$ cat src/hw/rtl/mcr_pkg.sv
`timescale 1ns / 1ps

package mcr_pkg;

  // Default field widths
  localparam int COORD_BITS_DEF  = 12;
  localparam int RADIUS_BITS_DEF = 10;

  // Request opcodes
  localparam logic OP_START = 1'b0;
  localparam logic OP_CONT  = 1'b1;

  // Decision constants: initial value is 1 - r (3/2 in integer division), steps add 2x+3 or 2(x-y)+5
  localparam int DEC_INIT    = 3 / 2;
  localparam int DEC_INC_NEG = 3;
  localparam int DEC_INC_POS = 5;

  // Step descriptor queue between front and back
  localparam int QUEUE_DEPTH = 2;

  // One step emits eight symmetric pixels
  localparam int PIXELS_PER_STEP = 8;
  localparam int PHASE_W         = $clog2(PIXELS_PER_STEP);
  localparam logic [PHASE_W-1:0] LAST_PHASE = PHASE_W'(PIXELS_PER_STEP - 1);

  // Per-phase pixel pattern, bit n for phase n:
  //   swap: x coordinate takes the y offset and y coordinate the x offset
  //   neg_x / neg_y: subtract the offset from the center instead of adding
  localparam logic [PIXELS_PER_STEP-1:0] PIX_SWAP  = 8'b1010_1010;
  localparam logic [PIXELS_PER_STEP-1:0] PIX_NEG_X = 8'b1011_0100;
  localparam logic [PIXELS_PER_STEP-1:0] PIX_NEG_Y = 8'b0111_1000;

endpackage

$ cat src/hw/rtl/mcr_front.sv
`timescale 1ns / 1ps

module mcr_front #(
  parameter int COORD_BITS  = mcr_pkg::COORD_BITS_DEF,
  parameter int RADIUS_BITS = mcr_pkg::RADIUS_BITS_DEF
) (
  input  logic                          clk,
  input  logic                          rst_n,
  input  logic                          in_valid,
  output logic                          in_ready,
  input  logic                          in_op,
  input  logic signed [COORD_BITS-1:0]  in_center_x,
  input  logic signed [COORD_BITS-1:0]  in_center_y,
  input  logic        [RADIUS_BITS-1:0] in_radius,
  output logic                          push_valid,
  input  logic                          push_ready,
  output logic        [COORD_BITS-1:0]  push_cx,
  output logic        [COORD_BITS-1:0]  push_cy,
  output logic        [RADIUS_BITS-1:0] push_ox,
  output logic        [RADIUS_BITS-1:0] push_oy,
  output logic                          push_done
);

  localparam int SW = RADIUS_BITS + 2;  // signed offsets, y may reach -1
  localparam int DW = RADIUS_BITS + 3;  // signed decision

  logic                          active_r;
  logic        [RADIUS_BITS-1:0] ox_r;
  logic        [RADIUS_BITS-1:0] oy_r;
  logic signed [DW-1:0]          dec_r;
  logic        [COORD_BITS-1:0]  cx_r;
  logic        [COORD_BITS-1:0]  cy_r;

  logic                 start;
  logic                 do_step;
  logic                 accept;
  logic signed [SW-1:0] x0, y0, x1, y1;
  logic signed [DW-1:0] xe, ye, d0, d1;
  logic                 done;

  always_comb begin
    start   = (in_op == mcr_pkg::OP_START);
    do_step = start || active_r;
    if (start) begin
      x0 = '0;
      y0 = {2'b00, in_radius};
      d0 = DW'(mcr_pkg::DEC_INIT) - {3'b000, in_radius};
    end else begin
      x0 = {2'b00, ox_r};
      y0 = {2'b00, oy_r};
      d0 = dec_r;
    end
    xe = {x0[SW-1], x0};
    ye = {y0[SW-1], y0};
    if (d0[DW-1]) begin
      d1 = d0 + (xe <<< 1) + DW'(mcr_pkg::DEC_INC_NEG);
      y1 = y0;
    end else begin
      d1 = d0 + ((xe - ye) <<< 1) + DW'(mcr_pkg::DEC_INC_POS);
      y1 = y0 - SW'(1);
    end
    x1   = x0 + SW'(1);
    done = (x1 > y1);
  end

  // Continue while idle is taken and dropped
  assign in_ready   = push_ready;
  assign accept     = in_valid && in_ready;
  assign push_valid = in_valid && do_step;
  assign push_cx    = start ? in_center_x : cx_r;
  assign push_cy    = start ? in_center_y : cy_r;
  assign push_ox    = x0[RADIUS_BITS-1:0];
  assign push_oy    = y0[RADIUS_BITS-1:0];
  assign push_done  = done;

  always_ff @(posedge clk) begin
    if (!rst_n) begin
      active_r <= 1'b0;
      ox_r     <= '0;
      oy_r     <= '0;
      dec_r    <= '0;
      cx_r     <= '0;
      cy_r     <= '0;
    end else if (accept && do_step) begin
      active_r <= !done;
      ox_r     <= x1[RADIUS_BITS-1:0];
      oy_r     <= y1[RADIUS_BITS-1:0];
      dec_r    <= d1;
      if (start) begin
        cx_r <= in_center_x;
        cy_r <= in_center_y;
      end
    end
  end

endmodule

$ cat src/hw/rtl/mcr_queue.sv
`timescale 1ns / 1ps

module mcr_queue #(
  parameter int W = 8
) (
  input  logic         clk,
  input  logic         rst_n,
  input  logic         wr_valid,
  output logic         wr_ready,
  input  logic [W-1:0] wr_data,
  output logic         rd_valid,
  input  logic         rd_ready,
  output logic [W-1:0] rd_data
);

  localparam int D  = mcr_pkg::QUEUE_DEPTH;
  localparam int PW = (D > 1) ? $clog2(D) : 1;
  localparam int CW = $clog2(D + 1);

  logic [W-1:0]  mem_r [D];
  logic [PW-1:0] wr_ptr_r;
  logic [PW-1:0] rd_ptr_r;
  logic [CW-1:0] count_r;
  logic          push;
  logic          pop;

  assign wr_ready = (count_r != CW'(D));
  assign rd_valid = (count_r != '0);
  assign rd_data  = mem_r[rd_ptr_r];
  assign push     = wr_valid && wr_ready;
  assign pop      = rd_valid && rd_ready;

  always_ff @(posedge clk) begin
    if (push) begin
      mem_r[wr_ptr_r] <= wr_data;
    end
  end

  always_ff @(posedge clk) begin
    if (!rst_n) begin
      wr_ptr_r <= '0;
      rd_ptr_r <= '0;
      count_r  <= '0;
    end else begin
      if (push) begin
        wr_ptr_r <= (wr_ptr_r == PW'(D - 1)) ? '0 : wr_ptr_r + PW'(1);
      end
      if (pop) begin
        rd_ptr_r <= (rd_ptr_r == PW'(D - 1)) ? '0 : rd_ptr_r + PW'(1);
      end
      if (push && !pop) begin
        count_r <= count_r + CW'(1);
      end else if (pop && !push) begin
        count_r <= count_r - CW'(1);
      end
    end
  end

endmodule

$ cat src/hw/rtl/mcr_back.sv
`timescale 1ns / 1ps

module mcr_back #(
  parameter int COORD_BITS  = mcr_pkg::COORD_BITS_DEF,
  parameter int RADIUS_BITS = mcr_pkg::RADIUS_BITS_DEF
) (
  input  logic                         clk,
  input  logic                         rst_n,
  input  logic                         q_valid,
  output logic                         q_ready,
  input  logic [COORD_BITS-1:0]        q_cx,
  input  logic [COORD_BITS-1:0]        q_cy,
  input  logic [RADIUS_BITS-1:0]       q_ox,
  input  logic [RADIUS_BITS-1:0]       q_oy,
  input  logic                         q_done,
  output logic                         out_valid,
  input  logic                         out_ready,
  output logic signed [COORD_BITS:0]   out_pixel_x,
  output logic signed [COORD_BITS:0]   out_pixel_y,
  output logic                         out_last_of_step,
  output logic                         out_circle_done
);

  localparam int SUM_W = ((COORD_BITS > RADIUS_BITS) ? COORD_BITS : RADIUS_BITS) + 2;

  logic                             busy_r;
  logic [mcr_pkg::PHASE_W-1:0]      phase_r;
  logic [COORD_BITS-1:0]            cx_r;
  logic [COORD_BITS-1:0]            cy_r;
  logic [RADIUS_BITS-1:0]           ox_r;
  logic [RADIUS_BITS-1:0]           oy_r;
  logic                             done_r;

  logic                   last;
  logic                   swap, neg_x, neg_y;
  logic [RADIUS_BITS-1:0] ax, ay;
  logic [SUM_W-1:0]       cxe, cye, axe, aye, sx, sy;

  assign last    = (phase_r == mcr_pkg::LAST_PHASE);
  assign q_ready = !busy_r || (out_ready && last);

  always_comb begin
    swap  = mcr_pkg::PIX_SWAP[phase_r];
    neg_x = mcr_pkg::PIX_NEG_X[phase_r];
    neg_y = mcr_pkg::PIX_NEG_Y[phase_r];
    ax    = swap ? oy_r : ox_r;
    ay    = swap ? ox_r : oy_r;
    cxe   = {{(SUM_W - COORD_BITS){cx_r[COORD_BITS-1]}}, cx_r};
    cye   = {{(SUM_W - COORD_BITS){cy_r[COORD_BITS-1]}}, cy_r};
    axe   = {{(SUM_W - RADIUS_BITS){1'b0}}, ax};
    aye   = {{(SUM_W - RADIUS_BITS){1'b0}}, ay};
    sx    = neg_x ? (cxe - axe) : (cxe + axe);
    sy    = neg_y ? (cye - aye) : (cye + aye);
  end

  assign out_valid        = busy_r;
  assign out_pixel_x      = sx[COORD_BITS:0];
  assign out_pixel_y      = sy[COORD_BITS:0];
  assign out_last_of_step = last;
  assign out_circle_done  = last && done_r;

  always_ff @(posedge clk) begin
    if (!rst_n) begin
      busy_r  <= 1'b0;
      phase_r <= '0;
    end else if (q_ready) begin
      busy_r  <= q_valid;
      phase_r <= '0;
    end else if (out_ready) begin
      phase_r <= phase_r + mcr_pkg::PHASE_W'(1);
    end
  end

  always_ff @(posedge clk) begin
    if (q_valid && q_ready) begin
      cx_r   <= q_cx;
      cy_r   <= q_cy;
      ox_r   <= q_ox;
      oy_r   <= q_oy;
      done_r <= q_done;
    end
  end

endmodule

$ cat src/hw/rtl/midpoint_circle_rasterizer_top.sv
`timescale 1ns / 1ps

// Channel  Direction  Handshake               Payload
// in       input      in_valid / in_ready     in_op, in_center_x, in_center_y, in_radius
// out      output     out_valid / out_ready   out_pixel_x, out_pixel_y, out_last_of_step,
//                                             out_circle_done
//
// A step request yields eight pixel results at one pixel per cycle while out_ready
// is high; the pixel serializer paces a sustained stream, and the front takes new
// requests while the back is still serializing. A request is taken when the step queue has room.
// Synchronous active-low reset clears the circle state and empties the queue.
// Output stalls fill the two-entry step queue; input stalls leave the back running.
module midpoint_circle_rasterizer_top #(
  parameter int COORD_BITS  = mcr_pkg::COORD_BITS_DEF,
  parameter int RADIUS_BITS = mcr_pkg::RADIUS_BITS_DEF
) (
  input  logic                          clk,
  input  logic                          rst_n,
  input  logic                          in_valid,
  output logic                          in_ready,
  input  logic                          in_op,
  input  logic signed [COORD_BITS-1:0]  in_center_x,
  input  logic signed [COORD_BITS-1:0]  in_center_y,
  input  logic        [RADIUS_BITS-1:0] in_radius,
  output logic                          out_valid,
  input  logic                          out_ready,
  output logic signed [COORD_BITS:0]    out_pixel_x,
  output logic signed [COORD_BITS:0]    out_pixel_y,
  output logic                          out_last_of_step,
  output logic                          out_circle_done
);

  // Step descriptor: center, offsets before the step, finish flag
  localparam int QW = 2 * COORD_BITS + 2 * RADIUS_BITS + 1;

  logic                   push_valid, push_ready;
  logic [COORD_BITS-1:0]  push_cx, push_cy;
  logic [RADIUS_BITS-1:0] push_ox, push_oy;
  logic                   push_done;

  logic                   q_valid, q_ready;
  logic [QW-1:0]          q_data;

  // Front: take requests, drop continues with no circle in progress, run the
  // decision update and hand one descriptor per step to the queue.
  mcr_front #(
    .COORD_BITS (COORD_BITS),
    .RADIUS_BITS(RADIUS_BITS)
  ) u_front (
    .clk        (clk),
    .rst_n      (rst_n),
    .in_valid   (in_valid),
    .in_ready   (in_ready),
    .in_op      (in_op),
    .in_center_x(in_center_x),
    .in_center_y(in_center_y),
    .in_radius  (in_radius),
    .push_valid (push_valid),
    .push_ready (push_ready),
    .push_cx    (push_cx),
    .push_cy    (push_cy),
    .push_ox    (push_ox),
    .push_oy    (push_oy),
    .push_done  (push_done)
  );

  // Hold pending steps so front and back stall independently
  mcr_queue #(
    .W(QW)
  ) u_queue (
    .clk     (clk),
    .rst_n   (rst_n),
    .wr_valid(push_valid),
    .wr_ready(push_ready),
    .wr_data ({push_cx, push_cy, push_ox, push_oy, push_done}),
    .rd_valid(q_valid),
    .rd_ready(q_ready),
    .rd_data (q_data)
  );

  // Back: walk the eight symmetric pixels of each step, flag the last one
  mcr_back #(
    .COORD_BITS (COORD_BITS),
    .RADIUS_BITS(RADIUS_BITS)
  ) u_back (
    .clk             (clk),
    .rst_n           (rst_n),
    .q_valid         (q_valid),
    .q_ready         (q_ready),
    .q_cx            (q_data[QW-1 -: COORD_BITS]),
    .q_cy            (q_data[QW-1-COORD_BITS -: COORD_BITS]),
    .q_ox            (q_data[2*RADIUS_BITS : RADIUS_BITS+1]),
    .q_oy            (q_data[RADIUS_BITS:1]),
    .q_done          (q_data[0]),
    .out_valid       (out_valid),
    .out_ready       (out_ready),
    .out_pixel_x     (out_pixel_x),
    .out_pixel_y     (out_pixel_y),
    .out_last_of_step(out_last_of_step),
    .out_circle_done (out_circle_done)
  );

endmodule

$ cat config.mk
export PLATFORM = sky130hd
export DESIGN_NAME = midpoint_circle_rasterizer_top
export DESIGN_NICKNAME = d
export VERILOG_FILES = /design/src/hw/rtl/mcr_pkg.sv /design/src/hw/rtl/mcr_front.sv /design/src/hw/rtl/mcr_queue.sv /design/src/hw/rtl/mcr_back.sv /design/src/hw/rtl/midpoint_circle_rasterizer_top.sv
export SDC_FILE = /design/constraint.sdc
export NUM_CORES = 1
export LEC_CHECK = 0
export BUFFER_PORTS_ARGS = -buffer_cell sky130_fd_sc_hd__buf_2
export CORE_MARGIN = 3
export CORE_UTILIZATION = 44
export DETAILED_ROUTE_END_ITERATION = 6
export GPL_TIMING_DRIVEN = 0
export PLACE_DENSITY_LB_ADDON = 0.1
export SLEW_MARGIN = 20
export SYNTH_ARGS = -nofsm -noshare
export SYNTH_HDL_FRONTEND = slang
export SYNTH_SLANG_ARGS = --single-unit
export TNS_END_PERCENT = 20
$ cat constraint.sdc
create_clock -name clk -period 17.1 [get_ports clk]
set_input_delay 1.71 -clock clk [delete_from_list [all_inputs] [get_ports clk]]
set_output_delay 1.71 -clock clk [all_outputs]
set_load 0.02 [all_outputs]
## Word-level counts from Yosys, hierarchy flattened

Memories as Yosys holds them, arrays and structs flattened. A register that Yosys moved wholly into a read port is not among the register bits.
Index checks and enable logic that the tools add are counted.

| cells by class | value |
|---|---|
| add/subtract/negate cells | 17 |
| $lt $le $gt $ge | 2 |
| equality and inequality tests | 2 |
| mux-type cells | 26 |
| bitwise logic cells | 2 |
| reductions and logical operators | 18 |

Operator list:

| cell | number |
|---|---|
| $mux 13 | 4 |
| $mux 10 | 4 |
| $mux 12 | 3 |
| $add 12x11->13 | 2 |
| $add 13x13->13 | 2 |
| $sub 12x11->13 | 2 |
| $mux 3 | 6 |
| $add 13x3->13 const B | 1 |
| $add 13x4->13 const B | 1 |
| $add 12x2->12 const B | 1 |
| $gt 12x12->1 | 1 |
| $sub 12x11->12 | 1 |
| $sub 12x2->12 const B | 1 |
| $sub 1x10->11 const A | 1 |
| $logic_and 1x1->1 | 9 |
| $mux 1 | 7 |
| $logic_not 1->1 | 4 |
| $lt 3x4->1 const B | 1 |
| $mux 2 | 2 |
| $reduce_bool 2->1 | 2 |
| $add 3x1->3 const B | 1 |
| $eq 3x3->1 const B | 1 |
| $add 1x1->1 const B | 2 |
| $add 2x1->2 const B | 1 |
| other kinds (5) | 7 |

| storage, ports and cells | value |
|---|---|
| register bits | 66 |
| memory bits (writable) | 90 |
| bits in read-only memories | 24 |
| input port bits | 39 |
| output and inout bits | 30 |
| logic and storage cells | 82 |
| memories kept | 4 |

Memory list:

| memory | words | width | read ports | clocked after Yosys merged registers in | wr ports | RTL line | source |
|---|---|---|---|---|---|---|---|
| u_queue.mem_r | 2 | 45 | 1 | 1 | 1 | mcr_queue.sv:20 | `logic [W-1:0] mem_r [D];` |
| (no name shown) | 8 | 1 | 1 | 1 | 0 | mcr_back.sv:45 | `neg_y = mcr_pkg::PIX_NEG_Y[phase_r];` |
| (no name shown) | 8 | 1 | 1 | 1 | 0 | mcr_back.sv:44 | `neg_x = mcr_pkg::PIX_NEG_X[phase_r];` |
| (no name shown) | 8 | 1 | 1 | 1 | 0 | mcr_back.sv:43 | `swap = mcr_pkg::PIX_SWAP[phase_r];` |

## Logic depth before layout (Yosys ltp)

Gate-level depths: netlist (run 1).

| logic depth | value |
|---|---|
| depth in word-level cells | 8 |
| gate-level depth with buffers | 25 |
| mapped depth without buffers | 21 |

## Hierarchy

From an unflattened synthesis (run 1), not the netlist that was laid out.

| second synthesis, totals | value |
|---|---|
| cells, all modules | 1,174 |
| area, all modules | 12,271.8 um2 |

Modules (own cells, without submodules):

| module | instances | cells each | area each (um2) | seq. area each (um2) |
|---|---|---|---|---|
| mcr_front | 1 | 668 | 5,237.5 | 1,161.1 |
| mcr_back | 1 | 342 | 3,547.2 | 1,491.4 |
| mcr_queue | 1 | 164 | 3,487.1 | 2,802.7 |

## Worst setup path after synthesis (run 1)

No wires, ideal clock.

| path | value |
|---|---|
| kind | input to register |
| start point | input in_op |
| end point | register u_front.dec_r[12] |
| library setup time | 0.119 ns |
| arrival time | 6.857 ns |
| required time | 16.981 ns |
| path slack | 10.124 ns |
| cell stages on the path | 25 |
| path buffers | 6 |
| cell sequence | buf_2 > buf_2 > buf_2 > buf_1 > clkbuf_1 > buf_1 > and2_1 > ha_1 > nor2b_1 > o311ai_0 > a21oi_1 > o21ai_0 > nand2b_1 > a21o_1 > a21oi_1 > xnor2_1 > ha_1 > ha_1 > a21o_1 > a21o_1 > a221oi_1 > xnor2_1 > nor2_1 > a21o_1 > o221a_2 |

| between the ends | value |
|---|---|
| cells in the longest elaborated chain, start to end | 5 |
| elaborated cells between the ends (all ways) | 12 |
| those cells by class | add/sub (5); mux (4); bitwise (1); reduce/logical (2) |

Ends and longest elaborated chain:

| item | RTL line | source |
|---|---|---|
| start: declaration | midpoint_circle_rasterizer_top.sv:21 | `input logic in_op,` |
| $mux 10 * | mcr_front.sv:44 | `if (start) begin` |
| via push_ox[2] | midpoint_circle_rasterizer_top.sv:38 | `logic [RADIUS_BITS-1:0] push_ox, push_oy;` |
| $sub 12x11->12 | mcr_front.sv:59 | `d1 = d0 + ((xe - ye) <<< 1) + DW'(mcr_pkg::DEC_INC_POS);` |
| $add 13x13->13 | mcr_front.sv:59 |  |
| $add 13x4->13 | mcr_front.sv:59 |  |
| $mux 13 * | mcr_front.sv:55 | `if (d0[DW-1]) begin` |
| end signal: assignment | mcr_front.sv:81 | `dec_r <= '0;` |
| end signal: assignment | mcr_front.sv:88 | `dec_r <= d1;` |
| end: declaration | mcr_front.sv:30 | `logic signed [DW-1:0] dec_r;` |

Mark *: on every way through the listed nets, which the timed path passes. The rest lies on a longest branch.
A chain may end at the register's enable or synchronous reset.

## Worst setup path after layout (run 1)

Ends and elaborated chain as after synthesis.

==> out/results.ini, run 1 <==
[setup_path]
crit_family = buffers and inverters
rrSetupSlack_ns = 12.10
crit_buf_inv = 6
crit_arrival_ns = 8.53
worstPathMaxFanout = 10
cp.depth = 25
r2r-end = u_front.dec_r[12]$_SDFFE_PN0P_
slowest_delay_ns = 0.56
cp.required_ns = 17.49
crit_slowest_cell = buf_1
r2r_cells = 18
r2r_start = u_front.oy_r[0]$_SDFFE_PN0P_
startpoint_type = primary input
cp_common_cell = a21o_1
worst_setup_path_end_kind = register
setup.worst_path.class = primary input to register

[clock_network]
cts.sinks = 204
cts_buffer_depth = 3
clock_latency_ns = 0.51
htreeDepth = 1
post_cts_buffers = 0
cts_resized = 0
cts_buffers = 23
hold_buffers = 0
clkTransAtPathRegs_ns = 0.06
tritoncts = yes
cts_root_buf = clkbuf_16

[synthesis]
synth_edf_count = 135
synthesis.area_um2 = 12000
yosysWarnings = 0
yosysSeqAreaShare = 0.455
synth.distinct_cells = 61
async_flop_share = 0
ys.flop_type = edfxtp_1
synth_area_leader_cell = edfxtp_1
syn_inst = 1136
netlist_top_cells_area = edfxtp_1, dfxtp_1, ha_1
synth_fp_nets = 1273
ys_seq_elements = 204
synth_top_area_share = 0.339
post_synth.cell_area_avg_um2 = 10.5

[sta]
slew_viol_final = 0
period_needed_ns = 8.13
worstMarginPinSlew_ns = 0.850
fin_tns_setup_ns = 0
rsz0062_at_grt = false
hold_viol = 0
fin_worst_skew_ns = 0.0152
max_freq_mhz = 123
relSlewSlack = 0.433
period_share = 0.476
setup_viol = 0

[layout]
final_cell_mix = edfxtp_1, nand2_1, ha_1, buf_2, mux2_2
drive_gt1_frac = 0.161
num_antenna_cells = 0
fill_cells = 2385
final_common_cell = edfxtp_1
nets = 1367
area_delta_synth_final_pct = 13.0
fin_area_um2 = 13500

[global_route]
overflow = 0
antenna_found_initial = 0
grt_pass1_wl_um = 45500
grt_pass1_vias = 8534
gr-usage-all-layers = 0.198
grt_start_max_net_pins = 46

[hold_path]
hp-class = register to register
min_from = u_front.cy_r[10]$_SDFFE_PN0P_
whs_path_depth = 2
whs_endpoint = u_front.cy_r[10]$_SDFFE_PN0P_

[routing]
first_pass_iters = 5
vias = 8433
drtIter0Drc = 411
routed_via_density = 5.33
routed_wirelength_um = 28400
detail-route-antenna-nets = 0
drc = 0
wl_per_cell_um = 18.0

[outcome]
status = finished clean

[floorplan]
initial_core_util = 0.454
die_w_um = 171
row_count = 59
ios = 69
die_h_um = 171
core_um2 = 26400
dieArea_um2 = 29200

[power_and_ir_drop]
power_density_nw_per_um2 = 157
p_switching_mw = 0.816
power.share.switching = 0.385
clkPwrFrac = 0.223
leakage_nw = 5.42
p_int_mw = 1.30
p_seq_frac = 0.318
p_comb_frac = 0.460
totalPowerFinal_mw = 2.12
vdd_ir_drop_max_mv = 0.0806

[placement]
routabilityCongestion = 0.824
place_area_um2 = 12800
portBuffers = 65
hpwl_um = 21400

[flow_run]
max_cap_violations = 0

==> per-stage QoR <==
stage	worst slack (ns)	util	hold slack, ns	cells
6_report	8.97	0.513	0.462	1581
5_1_grt	8.39	0.513	0.487	1581
4_1_cts	8.97	0.513	0.467	1581
3_5_place_dp	8.44	0.486	0.458	1540
3_3_place_gp	8.47	0.482	0.448	1536
2_1_floorplan	10.12	-	0.440	1136
==> synthesized netlist by cell type (3+ instances only) <==
cell type	count
and2_1	27
nand3_1	11
o41ai_1	4
and3_1	3
o31a_1	4
edfxtp_1	135
o211ai_1	5
nand2b_1	16
nor4_1	3
nor3_1	21
xnor2_1	57
or2_2	5
a31oi_1	7
a21oi_1	44
nand2_1	117
buf_1	8
nand4_1	3
a21o_1	16
xor2_1	31
dfxtp_1	69
mux2i_1	31
o21ai_0	60
nor3b_1	11
ha_1	93
buf_2	9
fa_1	5
o22ai_1	5
o31ai_1	4
o21bai_1	3
o211a_1	5
nor2b_1	19
o21a_1	8
or3_1	3
nor2_1	71
mux2_2	74
a221oi_1	3
inv_1	60
a21boi_0	32
clkbuf_1	28
==> worst max path at each step <==
stage / start / to / slack (ns)
2_1_floorplan: in_op / u_front.dec_r[12]$_SDFFE_PN0P_ / 10.12
3_3_place_gp: in_op / u_front.dec_r[12]$_SDFFE_PN0P_ / 8.47
3_5_place_dp: in_op / u_front.dec_r[12]$_SDFFE_PN0P_ / 8.44
4_1_cts: in_op / u_front.dec_r[12]$_SDFFE_PN0P_ / 8.97
5_1_grt: in_op / u_front.dec_r[12]$_SDFFE_PN0P_ / 8.39
6_report: in_op / u_front.dec_r[12]$_SDFFE_PN0P_ / 8.97
==> per-layer routing <==
| layer | GRT usage | share of wire |
|---|---|---|
| met1 | 0.251 | 0.44 |
| met2 | 0.359 | 0.50 |
| met3 | 0.0206 | 0.036 |
| met4 | 0.0574 | 0.030 |
| met5 | 0 | 0 |
==> sequential cells by signal (all words and copies together) (netlist names), 2 cells and up <==
signal,count
u_back.phase_r,3
u_queue.mem_r,90
u_back.oy_r,10
u_back.cy_r,12
u_queue.count_r,2
u_front.ox_r,10
u_front.dec_r,13
u_back.ox_r,10
u_front.cy_r,12
u_front.oy_r,10
u_front.cx_r,12
u_back.cx_r,12
==> final cells by class <==
cell class              instances  area, um^2  area share
plain buffers                  45         180      0.0133
clock buffers                  36         654      0.0484
clock inverters                 5        57.6     0.00426
inverters                      61         229      0.0169
multi-input cells             826        6130       0.454
flip-flops and latches        204        5440       0.402
well taps                     335         419      0.0310
repair buffers                 69         408      0.0302
==> kinds of logic (layout without fill, tap and decap cells) <==
kind of cell	after synthesis	in the layout	share of synthesized area
simple gates	318	318	0.128
compound gates	217	217	0.118
flops	204	204	0.455
buf+inv	106	216	0.0342
mux	105	105	0.0956
fa+ha+maj	98	98	0.106
xor+xnor	88	88	0.0645
==> power groups by stage <==
stage | Clock (mW) | Sequential, mW | Combinational, mW
finish | 0.472 | 0.673 | 0.974
CTS | 0.484 | 0.672 | 0.989
floorplan | 0 | 0.675 | 0.711
global placement | 0 | 0.691 | 0.957
global route | 0.503 | 0.682 | 1.08
detailed placement | 0 | 0.683 | 0.984
==> worst reg2reg max path: cells and delay by family (launching register included) <==
family                   cells  cell delay, ns
AO/OA/AOI/OAI                6            1.77
XOR/XNOR                     2            0.40
adder cells (fa/ha/maj)      4            1.29
buffers and inverters        1            0.19
flip-flops                   1            0.32
multiplexers                 1            0.39
AND/OR/NAND/NOR              4            0.56
(Power assumes the default switching activity.)
==> inputs of run 2 (changes only) <==
==> constraint.sdc (replaced) <==
create_clock -name clk -period 7.64 [get_ports clk]
set_input_delay 0.764 -clock clk [delete_from_list [all_inputs] [get_ports clk]]
set_output_delay 0.764 -clock clk [all_outputs]
set_load 0.02 [all_outputs]
==> run 2 against run 1 <==
- routed wire length about the same
- flip-flop and latch count unchanged
- utilization about the same
- power up 120%
- first-iteration DRC count up 9.2%
- worst hold slack about the same
- global-route usage unchanged
- largest cell class unchanged
==> out/results.ini, run 2 (same netlist as run 1, synthesis figures left out) <==
[placement]
dp_cells = 1540  ; unchanged
hpwl_um = 21400  ; unchanged
pre_cts_slack_ns = -0.0738  ; was 8.44 ns
portBuffers = 65  ; unchanged
routabilityCongestion = 0.824  ; unchanged
place_area_um2 = 12800  ; unchanged

[clock_network]
htreeDepth = 1  ; unchanged
clkTransAtPathRegs_ns = 0.06  ; about the same
cts_buffers = 23  ; unchanged
cts_buffer_depth = 3  ; unchanged
tritoncts = yes  ; unchanged
cts_resized = 0  ; unchanged
clock_latency_ns = 0.51  ; about the same
hold_buffers = 0  ; unchanged
cts_root_buf = clkbuf_16  ; unchanged
cts.sinks = 204  ; unchanged
post_cts_buffers = 0  ; unchanged

[sta]
fin_worst_skew_ns = 0.0133  ; was 0.0152 ns
rsz0062_at_grt = false  ; unchanged
slew_viol_final = 0  ; unchanged
worstMarginPinSlew_ns = 0.824  ; was 0.850 ns
period_needed_ns = 6.79
hold_viol = 0  ; unchanged
hold_slack_ns = 0.462  ; about the same
relSlewSlack = 0.451  ; was 0.433
fin_ws_ns = 0.845  ; was 8.97 ns
setup_viol = 0  ; unchanged
fin_tns_setup_ns = 0  ; unchanged
max_freq_mhz = 147
period_share = 0.889

[floorplan]
die_w_um = 171  ; unchanged
die_h_um = 171  ; unchanged
row_count = 59  ; unchanged
core_um2 = 26400  ; unchanged
dieArea_um2 = 29200  ; unchanged
initial_core_util = 0.454  ; unchanged
ios = 69  ; unchanged

[setup_path]
rrSetupSlack_ns = 2.63  ; was 12.10 ns
slowest_delay_ns = 0.53  ; was 0.56 ns
crit_family = compound AO/OA/AOI/OAI gates  ; was buffers and inverters
startpoint_type = primary input  ; unchanged
worstPathMaxFanout = 19  ; was 10
worst_setup_path_end_kind = register  ; unchanged
crit_arrival_ns = 7.19  ; was 8.53 ns
crit_buf_inv = 5  ; was 6
setup.worst_path.class = primary input to register  ; unchanged
path_cells = buf_2, buf_2, buf_2, clkbuf_1, buf_1, and2_1, ha_1, nor2b_1, o311ai_0, a21oi_1, o21ai_0, nand2b_1, a21o_1, a21oi_1, xnor2_1, ha_1, ha_1, a21o_1, a21o_1, a221oi_1, xnor2_1, nor2_1, a21o_1, o221a_2
cp_common_cell = a21o_1  ; unchanged
crit_slowest_cell = buf_1  ; unchanged
cp.required_ns = 8.03  ; was 17.49 ns

[routing]
wl_per_cell_um = 18.0  ; about the same
first_pass_iters = 4  ; was 5
drtIter0Drc = 449  ; was 411
detail-route-antenna-nets = 0  ; unchanged
drc = 0  ; unchanged
routed_via_density = 5.33  ; about the same
vias = 8416  ; was 8,433
routed_wirelength_um = 28400  ; about the same

[layout]
final_common_cell = edfxtp_1  ; unchanged
num_antenna_cells = 0  ; unchanged
multi_input_area_um2 = 6130  ; unchanged
reg_top3 = u_queue.mem_r (90), u_front.dec_r (13)  ; unchanged
fin_area_um2 = 13500  ; about the same
drive_gt1_frac = 0.161  ; about the same
area_delta_synth_final_pct = 13.0  ; about the same
final_cell_mix = edfxtp_1, nand2_1, ha_1, buf_2, mux2_2  ; unchanged
nets = 1366  ; was 1,367
fill_cells = 2386  ; was 2,385
seqCellArea_um2 = 5440  ; unchanged
fin_util = 0.513  ; about the same
largest_reg_flops = 90  ; unchanged
regMostFlops = u_queue.mem_r  ; unchanged
final_cells = 1580  ; was 1,581

[global_route]
overflow = 0  ; unchanged
grt_start_max_net_pins = 46  ; unchanged
grt_pass1_vias = 8534  ; unchanged
gr-usage-all-layers = 0.198  ; unchanged
antenna_found_initial = 0  ; unchanged
grt_pass1_wl_um = 45500  ; unchanged

[power_and_ir_drop]
vdd_ir_drop_max_mv = 0.180  ; was 0.0806 mV
leakage_nw = 5.42  ; about the same
p_int_mw = 2.92  ; was 1.30 mW
power_density_nw_per_um2 = 351  ; was 157 nW/um^2
power.share.switching = 0.385  ; about the same
p_seq_frac = 0.318  ; about the same
p_comb_frac = 0.460  ; about the same
p_switching_mw = 1.82  ; was 0.816 mW
totalPowerFinal_mw = 4.74  ; was 2.12 mW
clkPwrFrac = 0.223  ; about the same

[flow_run]
max_cap_violations = 0  ; unchanged

[hold_path]
hp-class = register to register  ; unchanged

[outcome]
status = finished clean  ; unchanged

## run 2: area by class of cell
type / instances / share of cell area
Tap cell: 335 / 0.0310
Timing Repair Buffer: 69 / 0.0302
Clock inverter: 5 / 0.00426
Clock buffer: 36 / 0.0484
Sequential cell: 204 / 0.402
Multi-Input combinational cell: 826 / 0.454
Inverter: 61 / 0.0169
Buffer: 44 / 0.0131
## run 2: layer usage
layer | vias up | track usage | wire, um
met5 | - | 0 | 0
met2 | 148 | 0.359 | 14100
met3 | 52 | 0.0206 | 1010
met1 | 3972 | 0.251 | 12500
met4 | 0 | 0.0574 | 845
li1 | 4244 | - | -
## run 2: path summary, 6_finish.rpt
path / to / startpoint / depth (start not counted)
max reg2reg: u_front.dec_r[12]$_SDFFE_PN0P_ / u_front.oy_r[0]$_SDFFE_PN0P_ / 18
min reg2reg: u_front.cy_r[10]$_SDFFE_PN0P_ / u_front.cy_r[10]$_SDFFE_PN0P_ / 2
min: u_front.cy_r[10]$_SDFFE_PN0P_ / u_front.cy_r[10]$_SDFFE_PN0P_ / 2
max: u_front.dec_r[12]$_SDFFE_PN0P_ / in_op / 24
## run 2: worst register-to-register path, stage by stage (launching register included)
cell and delay [ns]:
dfxtp_1 0.32, mux2i_1 0.39, inv_1 0.19, ha_1 0.27, fa_1 0.42, nor2b_1 0.16, o311ai_0 0.16, nand2_1 0.13
xor2_1 0.19, ha_1 0.26, ha_1 0.35, and3_1 0.21, a221oi_1 0.49, a21oi_1 0.25, a221oi_1 0.44, xnor2_1 0.21
nor2_1 0.06, a21o_1 0.20, o221a_2 0.23
## run 2: power by group through the flow
stage               sequential (mW)  combinational [mW]  clock [mW]
floorplan                      1.51                1.59           0
global placement               1.55                2.14           0
detailed placement             1.53                2.20           0
CTS                            1.51                2.21        1.08
global route                   1.53                2.41        1.13
finish                         1.51                2.18        1.05
